[config.mk]
export PLATFORM = sky130hd
export DESIGN_NAME = audio_fir_filter_64tap
export DESIGN_NICKNAME = d
export VERILOG_FILES = /design/src/sv/afir_pkg.sv /design/src/sv/afir_ctrl.sv /design/src/sv/afir_dp.sv /design/src/sv/audio_fir_filter_64tap.sv
export SDC_FILE = /design/constraint.sdc
export NUM_CORES = 2
export LEC_CHECK = 0
export BUFFER_PORTS_ARGS = -buffer_cell sky130_fd_sc_hd__clkbuf_2
export CAP_MARGIN = 0
export CORE_MARGIN = 2
export CORE_UTILIZATION = 50
export CTS_BUF_LIST = sky130_fd_sc_hd__clkbuf_2 sky130_fd_sc_hd__clkbuf_4 sky130_fd_sc_hd__clkbuf_8
export DETAILED_ROUTE_END_ITERATION = 16
export PLACE_DENSITY = 0.76
export SLEW_MARGIN = 10
export SYNTH_ARGS = -nofsm -noshare
export SYNTH_HDL_FRONTEND = slang
export SYNTH_HIERARCHICAL = 1
export SYNTH_SLANG_ARGS = --single-unit
[constraint.sdc]
create_clock -name clk_i -period 6.13 [get_ports clk_i]
set_input_delay 0.3065 -clock clk_i [delete_from_list [all_inputs] [get_ports clk_i]]
set_output_delay 0.3065 -clock clk_i [all_outputs]
set_load 0.02 [all_outputs]
[src/sv/afir_pkg.sv]
`default_nettype none
package afir_pkg;

  localparam int TAP_COUNT = 64;
  localparam int ROM_DEPTH = 64;
  localparam int PTR_W = (TAP_COUNT > 1) ? $clog2(TAP_COUNT) : 1;
  localparam int SAMPLE_W = 16;
  localparam int ACC_W = 32;
  localparam int WORD_W = 32;
  localparam int TAP_IDX_W = 8;

  typedef logic signed [SAMPLE_W-1:0] sample_t;

  typedef enum logic [1:0] {
    ST_IDLE,
    ST_RUN,
    ST_DRAIN
  } state_e;

  typedef struct packed {
    logic load;
    logic issue;
    logic finish;
  } cmd_t;

  typedef struct packed {
    logic last_tap;
    logic pipe_busy;
    logic out_full;
  } sts_t;

  localparam sample_t TAP_ROM [ROM_DEPTH] = '{
    -16'sd11, 16'sd9, 16'sd46, 16'sd100, 16'sd143, 16'sd136, 16'sd55, -16'sd88,
    -16'sd227, -16'sd273, -16'sd159, 16'sd99, 16'sd384, 16'sd521, 16'sd369, -16'sd68,
    -16'sd600, -16'sd915, -16'sd743, -16'sd44, 16'sd901, 16'sd1567, 16'sd1438, 16'sd331,
    -16'sd1395, -16'sd2872, -16'sd3050, -16'sd1186, 16'sd2723, 16'sd7806, 16'sd12563,
    16'sd15435,
    16'sd15435, 16'sd12563, 16'sd7806, 16'sd2723, -16'sd1186, -16'sd3050, -16'sd2872,
    -16'sd1395,
    16'sd331, 16'sd1438, 16'sd1567, 16'sd901, -16'sd44, -16'sd743, -16'sd915, -16'sd600,
    -16'sd68, 16'sd369, 16'sd521, 16'sd384, 16'sd99, -16'sd159, -16'sd273, -16'sd227,
    -16'sd88, 16'sd55, 16'sd136, 16'sd143, 16'sd100, 16'sd46, 16'sd9, -16'sd11
  };

  // Taps past the end of the table count as zero.
  function automatic sample_t tap_coef(input logic [TAP_IDX_W-1:0] idx);
    sample_t coef;
    if (idx < TAP_IDX_W'(ROM_DEPTH)) begin
      coef = TAP_ROM[idx[5:0]];
    end else begin
      coef = '0;
    end
    return coef;
  endfunction

endpackage
`default_nettype wire

[src/sv/afir_ctrl.sv]
`default_nettype none
module afir_ctrl
  import afir_pkg::*;
(
  input  wire  clk_i,
  input  wire  rst_ni,
  input  wire  in_valid_i,
  output logic in_ready_o,
  input  sts_t sts_i,
  output cmd_t cmd_o
);

  state_e state_q, state_d;

  always_ff @(posedge clk_i or negedge rst_ni) begin
    if (!rst_ni) begin
      state_q <= ST_IDLE;
    end else begin
      state_q <= state_d;
    end
  end

  always_comb begin
    state_d = state_q;
    unique case (state_q)
      ST_IDLE: begin
        if (in_valid_i) state_d = ST_RUN;
      end
      ST_RUN: begin
        if (sts_i.last_tap) state_d = ST_DRAIN;
      end
      ST_DRAIN: begin
        if (!sts_i.pipe_busy && !sts_i.out_full) state_d = ST_IDLE;
      end
      default: state_d = ST_IDLE;
    endcase
  end

  always_comb begin
    in_ready_o = 1'b0;
    cmd_o = '0;
    unique case (state_q)
      ST_IDLE: begin
        in_ready_o = 1'b1;
        cmd_o.load = in_valid_i;
      end
      ST_RUN: begin
        cmd_o.issue = 1'b1;
      end
      ST_DRAIN: begin
        cmd_o.finish = !sts_i.pipe_busy && !sts_i.out_full;
      end
      default: begin
        in_ready_o = 1'b0;
      end
    endcase
  end

`ifndef NO_ASSERTIONS
  // A new word is only taken once the previous result has left the pipeline.
  a_load_idle: assert property (@(posedge clk_i) disable iff (!rst_ni)
    cmd_o.load |-> !sts_i.pipe_busy)
    else $error("word loaded while MAC pipeline busy");

  a_finish_after_run: assert property (@(posedge clk_i) disable iff (!rst_ni)
    cmd_o.finish |-> !$past(cmd_o.load))
    else $error("finish directly after load");

  a_issue_not_ready: assert property (@(posedge clk_i) disable iff (!rst_ni)
    cmd_o.issue |-> !in_ready_o)
    else $error("input ready while taps are being walked");
`endif

endmodule
`default_nettype wire

[src/sv/afir_dp.sv]
`default_nettype none
module afir_dp
  import afir_pkg::*;
(
  input  wire               clk_i,
  input  wire               rst_ni,
  input  wire  [WORD_W-1:0] in_word_i,
  input  cmd_t              cmd_i,
  output sts_t              sts_o,
  output logic [WORD_W-1:0] out_word_o,
  output logic              out_valid_o,
  input  wire               out_ready_i
);

  // Delay line memory; entries not yet written since reset read as zero.
  logic [SAMPLE_W-1:0] mem [TAP_COUNT];
  logic [TAP_COUNT-1:0] valid_q;

  logic [PTR_W-1:0] wp_q, rd_ptr_q;
  logic [PTR_W-1:0] tap_idx_q;

  logic [SAMPLE_W-1:0] rd_data_q;
  logic rd_ok_q;
  sample_t coef_q;
  logic s1_vld_q, s2_vld_q;
  logic signed [ACC_W-1:0] prod_q;
  logic [ACC_W-1:0] acc_q;
  logic [WORD_W-1:0] out_word_q;
  logic out_vld_q;

  logic [SAMPLE_W-1:0] mono;
  sample_t sample;

  assign mono = in_word_i[31:16] + in_word_i[15:0];
  assign sample = rd_ok_q ? sample_t'(rd_data_q) : '0;

  always_ff @(posedge clk_i) begin
    if (cmd_i.load) begin
      mem[wp_q] <= mono;
    end
    rd_data_q <= mem[rd_ptr_q];
    coef_q    <= tap_coef(TAP_IDX_W'(tap_idx_q));
    prod_q    <= sample * coef_q;
  end

  always_ff @(posedge clk_i or negedge rst_ni) begin
    if (!rst_ni) begin
      valid_q   <= '0;
      wp_q      <= '0;
      rd_ptr_q  <= '0;
      tap_idx_q <= '0;
      rd_ok_q   <= 1'b0;
      s1_vld_q  <= 1'b0;
      s2_vld_q  <= 1'b0;
      acc_q     <= '0;
      out_vld_q <= 1'b0;
    end else begin
      rd_ok_q  <= valid_q[rd_ptr_q];
      s1_vld_q <= cmd_i.issue;
      s2_vld_q <= s1_vld_q;
      if (cmd_i.load) begin
        valid_q[wp_q] <= 1'b1;
        rd_ptr_q      <= wp_q;
        tap_idx_q     <= '0;
        acc_q         <= '0;
      end else begin
        if (cmd_i.issue) begin
          rd_ptr_q  <= (rd_ptr_q == '0) ? PTR_W'(TAP_COUNT - 1) : rd_ptr_q - 1'b1;
          tap_idx_q <= tap_idx_q + 1'b1;
        end
        if (s2_vld_q) begin
          acc_q <= acc_q + prod_q;
        end
      end
      if (cmd_i.finish) begin
        wp_q      <= (wp_q == PTR_W'(TAP_COUNT - 1)) ? '0 : wp_q + 1'b1;
        out_vld_q <= 1'b1;
      end else if (out_ready_i) begin
        out_vld_q <= 1'b0;
      end
    end
  end

  always_ff @(posedge clk_i) begin
    if (cmd_i.finish) begin
      out_word_q <= {acc_q[31:16], acc_q[31:16]};
    end
  end

  assign sts_o.last_tap  = tap_idx_q == PTR_W'(TAP_COUNT - 1);
  assign sts_o.pipe_busy = s1_vld_q || s2_vld_q;
  assign sts_o.out_full  = out_vld_q;
  assign out_word_o  = out_word_q;
  assign out_valid_o = out_vld_q;

`ifndef NO_ASSERTIONS
  a_finish_drained: assert property (@(posedge clk_i) disable iff (!rst_ni)
    cmd_i.finish |-> !s1_vld_q && !s2_vld_q)
    else $error("result taken before accumulation finished");

  a_pipe_order: assert property (@(posedge clk_i) disable iff (!rst_ni)
    s2_vld_q |-> $past(s1_vld_q))
    else $error("product stage valid without read stage");

  a_finish_shows: assert property (@(posedge clk_i) disable iff (!rst_ni)
    cmd_i.finish |=> out_vld_q)
    else $error("result register not loaded");
`endif

endmodule
`default_nettype wire

[src/sv/audio_fir_filter_64tap.sv]
// Flow: once an input word is accepted, the single multiply-accumulate
// unit walks the 64 taps one per cycle, drains its pipeline and registers
// the result word onto the output. No new word is taken until the
// previous one is finished, and a result still waiting on the output
// holds the next one.
// Reset: rst_ni (asynchronous, active low) clears the delay line valid bits,
// the write pointer, the controller and the output valid flag.
`default_nettype none
module audio_fir_filter_64tap
  import afir_pkg::*;
(
  input  wire               clk_i,
  input  wire               rst_ni,
  input  wire               s_axis_tvalid,
  output logic              s_axis_tready,
  input  wire  [WORD_W-1:0] s_axis_tdata,   // [31:0] stereo_word
  output logic              m_axis_tvalid,
  input  wire               m_axis_tready,
  output logic [WORD_W-1:0] m_axis_tdata    // [31:0] speaker_word
);

  cmd_t cmd;
  sts_t sts;

  afir_ctrl u_ctrl (
    .clk_i      (clk_i),
    .rst_ni     (rst_ni),
    .in_valid_i (s_axis_tvalid),
    .in_ready_o (s_axis_tready),
    .sts_i      (sts),
    .cmd_o      (cmd)
  );

  afir_dp u_dp (
    .clk_i       (clk_i),
    .rst_ni      (rst_ni),
    .in_word_i   (s_axis_tdata),
    .cmd_i       (cmd),
    .sts_o       (sts),
    .out_word_o  (m_axis_tdata),
    .out_valid_o (m_axis_tvalid),
    .out_ready_i (m_axis_tready)
  );

endmodule
`default_nettype wire
Word level (Yosys, flattened, before mapping)
Memory sizes are Yosys's and may differ from the RTL's. A register that Yosys moved wholly into a read port is not among the register bits.
Cells that the tools add are included.

cells by class
  muxes and demuxes = 25
  equal/unequal tests = 7
  reductions and logical operators = 11
  $mul = 1
  add/sub/neg operators = 5
  bitwise gates (word level) = 2
  order comparisons = 3

operators with widths
  kind                 count
  $mux 32              2
  $or 64x64->64        1
  $mux 6               6
  $add 32x32->32       1
  $mul 16x16->32       1
  $add 16x16->16       1
  $mux 16              1
  $lt 6x7->1 const B   2
  $add 6x1->6 const B  2
  $eq 6x6->1 const B   2
  $mux 1               10
  $not 6->7            1
  $bmux 1 s6           1
  $demux 1 s6          1
  $ge 6x1->1 const B   1
  $logic_not 6->1      1
  $mux 2               3
  $pmux 2 s3           1
  $reduce_bool 2->1    3
  $sub 6x1->6 const B  1
  $ne 2x2->1 const B   2
  $reduce_and 3->1     1
  $eq 2x1->1 const B   1
  $eq 2x2->1 const B   1
  other kinds (5)      7

storage, ports and cells
  output and inout port bits = 34
  memory bits (writable) = 1024
  bits of input ports = 36
  ROM bits = 1024
  register bits after elaboration = 184
  memories kept = 2
  logic and storage cells = 68

memories
  name              words  width  rd ports  clocked after Yosys merged registers in  wr ports  line            RTL
  (name not given)  64     16     1         1                                        0         afir_pkg.sv:49  coef = TAP_ROM[idx[5:0]];
  u_dp.mem          64     16     1         1                                        1         afir_dp.sv:16   logic [SAMPLE_W-1:0] mem [TAP_COUNT];

Depth between registers and ports, before layout
  word-level depth = 5
  depth in mapped cells = 27
  gate-level depth less buffers = 24

Cells and area by module
The synthesis kept the hierarchy.

modules (own cells, without submodules)
  module     cells each  seq. area each (um^2)  area each (um^2)  instances
  afir_dp    3784        35444.0                59432.0           1
  afir_ctrl  11          50.0                   120.1             1

Least setup slack after synthesis
OpenSTA, ideal clock, no wires.

  kind = reg-to-reg
  start = register u_dp.rd_ok_q
  end = register u_dp.prod_q[29]
  path slack = -0.355 ns
  buffers on the path = 4
  period minus slack after synthesis = 6.485 ns
  required time = 6.002 ns
  arrival = 6.356 ns
  cell stages (with the launch flop) = 26
  library setup time = 0.128 ns
  cells stage by stage = dfrtp_1 clkbuf_1 clkbuf_1 and2_1 clkbuf_1 nand2_1 fa_1 fa_1 fa_1 inv_1 fa_1 fa_1 inv_1 fa_1 inv_1 ha_1 clkbuf_1 a211o_1 a21oi_1 nor3_1 a211oi_1 a211oi_1 nor3_1 o31ai_1 a211oi_1 nor3_1

on the way
  word-level cells in the longest chain between the ends = 2

ends and longest elaborated chain
  what                      line           RTL
  start: declaration        afir_dp.sv:23  logic rd_ok_q;
  start signal: assignment  afir_dp.sv:58  rd_ok_q <= valid_q[rd_ptr_q];
  $mux 16                   afir_dp.sv:35  assign sample = rd_ok_q ? sample_t'(rd_data_q) : '0;
  $mul 16x16->32            afir_dp.sv:43  prod_q <= sample * coef_q;
  end signal: assignment    afir_dp.sv:43
  end: declaration          afir_dp.sv:26  logic signed [ACC_W-1:0] prod_q;

Every way passes these cells.
A chain may end at the register's enable or synchronous reset.

Worst setup path in the final report
  start = register u_dp.rd_ok_q
  end = register u_dp.prod_q[30]

The elaborated chain is that of the path after synthesis.

==> run_results.csv <==
group,metric,value,unit
placed_design,dpl_cell_area,63000,sq um
status,status,"completed",
yosys,seq_area_frac_synth,0.596,
timing,slew_violations,0,
critical_path,critical_path_class,"reg -> reg",
timing,clock_skew,66.1,ps
finish,layout.nets,4529,
die,die_area,122000,sq um
yosys,ys_types,80,
yosys,synthAdderAreaFrac,0.118,
global_routing,grt_pass1_vias,34435,
yosys,synth-seq-cells,1223,
yosys,synth_xor_xnor_area_share,0.0104,
clock_tree,htree_levels,4,
yosys,synthArstFlopShare,0.0981,
global_routing,grt_usage,0.228,
placed_design,pre_cts_ws,-219,ps
placed_design,hpwlAfterDp,89.2,mm
critical_path,slowest_stage,"fa_2",
yosys,synth-edff-count,1040,
global_routing,grt_pass1_wl,209,mm
drt,first_pass_iters,6,
critical_path,crit_path_max_fanout,6,
clock_tree,clk_pin_slew_worst_paths,70,ps
yosys,yosys.area.top_type,"edfxtp_1",
critical_path,path_buf_inv,3,
critical_path,crit_chain,"buf_6 -> and2_4 -> nand2_1 -> fa_2 -> fa_2 -> fa_1 -> fa_1 -> inv_1 -> fa_1 -> fa_1 -> ha_4 -> buf_4 -> a21o_1 -> a21o_1 -> a211oi_2 -> o31a_1 -> nor3_2 -> a211oi_2 -> o311ai_2 -> a2111o_1 -> o311ai_1",
timing,worst_pin_slew,1210,ps
finish,areaGrowthSynthToFinish,13.5,%
yosys,synth_top_area_frac,0.524,
yosys,ys.flop_type,"edfxtp_1",
timing,period_share,0.995,
yosys,ys_top_cells_by_count,"edfxtp_1 (1040), inv_1 (354), mux4_2 (317)",
critical_path,critPathRequiredTime,6890,ps
finish,finalInstanceArea,67600,sq um
run,drv_cap,0,
critical_path,path_delay_family,"adder cells",
critical_path,cpMostUsedCell,"fa_1",
timing,period_needed,6100,ps
yosys,syn-cell-area,59600,sq um
timing,relSlewSlack,0.194,
yosys,synth_warnings,6,
placed_design,io_buffer_count,69,
drt,routedWlPerCell,23.8,um
yosys,synthMostInstantiatedCell,"edfxtp_1",
yosys,syn_area_per_cell,15.7,sq um
clock_tree,cts_root_buffer,"clkbuf_8",
clock_tree,cts_tree,"yes",
clock_tree,clock_latency,900,ps
critical_path,cp_data_arrival_time,6850,ps
die,die_height,349,um
global_routing,overflow,0,
die,ioPinCount,70,
yosys,yosys.area_share.simple,0.0617,
clock_tree,cts.sinks,1223,
critical_path,cp_slowest_stage_delay,590,ps
timing,setup_viol,0,
yosys,synth_top_family_by_area,"multiplexers",
yosys,synthesis.nets,4234,
yosys,synth_compound_area_frac,0.0428,
yosys,syn_inst,3795,
critical_path,start_kind,"register",
timing,rsz0062_at_grt,"true",
drt,viasPerCell,5.86,
global_routing,antenna_found_initial,3,
worst_hold_path,min_path_type,"in -> async",
clock_tree,cts_buffers,185,
global_routing,grt_start_max_net_pins,88,
die,initial_core_util,0.504,
drt,ant_nets,0,
finish,drive_above_1_share,0.270,
clock_tree,cts_max_path_buffers,3,
drt,via_count,33945,
drt,drtIter0Drc,3658,
drt,drcViolationCount,0,
die,coreArea,118000,sq um
timing,hold_viol_final,0,
yosys,synthTopCellsByArea,"edfxtp_1 (52%), mux4_2 (12%), fa_1 (8.9%)",
placed_design,place.gp.congestion,0.939,
timing,max_freq,0.164,GHz
die,die_x,349,um
timing,fin_ws,32.0,ps
yosys,synthMuxAreaShare,0.134,
drt,finalWirelength,138,mm
die,num_rows,126,
critical_path,end_kind,"register",
-- registers in the layout (all words and copies together), names as in the netlist, 15 cells and up --
| signal | count |
|---|---|
| u_dp/prod_q | 32 |
| u_dp/out_word_o | 16 |
| u_dp/rd_data_q | 16 |
| u_dp/valid_q | 64 |
| u_dp/coef_q | 15 |
| u_dp/acc_q | 32 |
| u_dp/mem | 1024 |
-- layout by cell type, fill, tap and decap left out, types with 12 or more instances in the layout --
cell type / count
clkbuf_2: 68
a211oi_1: 24
buf_12: 14
nand2b_1: 17
ha_1: 130
dfxtp_1: 63
fa_2: 12
mux2i_1: 65
mux2_2: 14
fa_1: 253
nor3_1: 21
dfrtp_1: 115
xor2_1: 14
nand3_1: 26
and2_4: 13
clkinv_2: 12
clkbuf_8: 207
clkbuf_4: 82
xnor2_1: 47
nor2b_1: 21
edfxtp_1: 1040
o211ai_1: 15
inv_1: 347
clkinv_1: 28
a21oi_1: 102
or3_1: 12
mux4_2: 317
o21ai_1: 15
nor2_1: 181
o21ai_0: 73
a22oi_1: 13
a221oi_1: 15
or2_2: 67
a21o_1: 31
nand2_1: 202
buf_4: 211
buf_6: 15
and3_1: 119
-- area by class of cell --
type | count | area [sq um]
clock inverter | 59 | 520
multi-input combinational | 2010 | 22400
antenna | 2 | 5.00
sequential | 1223 | 35500
tap | 1536 | 1920
timing repair buffer | 315 | 2470
inverter | 355 | 1330
clock buffer | 289 | 3460
fill | 8703 | 50500
-- layer usage --
metal	vias up	track usage	wire (um)
li1	14668	-	-
met3	294	0.0382	11400
met1	17323	0.308	53400
met2	1658	0.370	67200
met5	-	0	13
met4	2	0.0950	5700
-- logic make-up (layout without fill, tap and decap cells) --
family          after synthesis  in the layout
compound gates              387            387
buf+inv                     562           1018
mux                         397            397
other cells                   0              2
fa+ha+maj                   403            403
xor+xnor                     71             71
flops                      1223           1223
simple gates                752            752
-- worst reg2reg max path, stage by stage (launching register included) --
cell and delay (ps):
dfrtp_2 450, buf_6 160, and2_4 150, nand2_1 80
fa_2 530, fa_2 590, fa_1 430, fa_1 500
inv_1 60, fa_1 500, fa_1 540, ha_4 190
buf_4 130, a21o_1 150, a21o_1 180, a211oi_2 210
o31a_1 210, nor3_2 70, a211oi_2 250, o311ai_2 150
a2111o_1 410, o311ai_1 90
-- worst paths after layout --
kind | start | endpoint | slack [ps] | cells past startpoint
max | u_dp/rd_ok_q$_DFF_PN0_ | u_dp/prod_q[30]$_DFF_P_ | 30 | 21
min | rst_ni | u_dp/acc_q[30]$_DFFE_PN0P_ | 70 | 2
max reg2reg | u_dp/rd_ok_q$_DFF_PN0_ | u_dp/prod_q[30]$_DFF_P_ | 30 | 21
min reg2reg | u_dp/s1_vld_q$_DFF_PN0_ | u_dp/s2_vld_q$_DFF_PN0_ | 380 | 0
max in group asynchronous | rst_ni | u_dp/rd_ptr_q[0]$_DFFE_PN0P_ | 4640 | 3
min in group clk_i | m_axis_tready | u_dp/out_valid_o$_DFFE_PN0P_ | 270 | 4
-- timing repair --
action	CTS	global route
endpoints found under the setup margin	7	13
gates resized for setup	10	97
hold buffers	3	0
buffers inserted	3	13
endpoints found under the hold margin	70	0
pin swaps	5	54
gates cloned	0	3
-- metrics by stage --
stage | TNS (ps) | utilization | hold WS, ps | std cells
floorplan | 0 | - | 10.9 | 3795
global placement | -428 | 0.533 | 351 | 5417
detailed placement | -918 | 0.533 | 370 | 5417
CTS | -20.2 | 0.568 | 9.03 | 5771
global route | -798 | 0.572 | 92.4 | 5789
finish | 0 | 0.572 | 68.0 | 5789
Power is left out: the tool's default activity adds up to more than one toggle a clock period on the data nets, which glitch-free logic cannot reach.
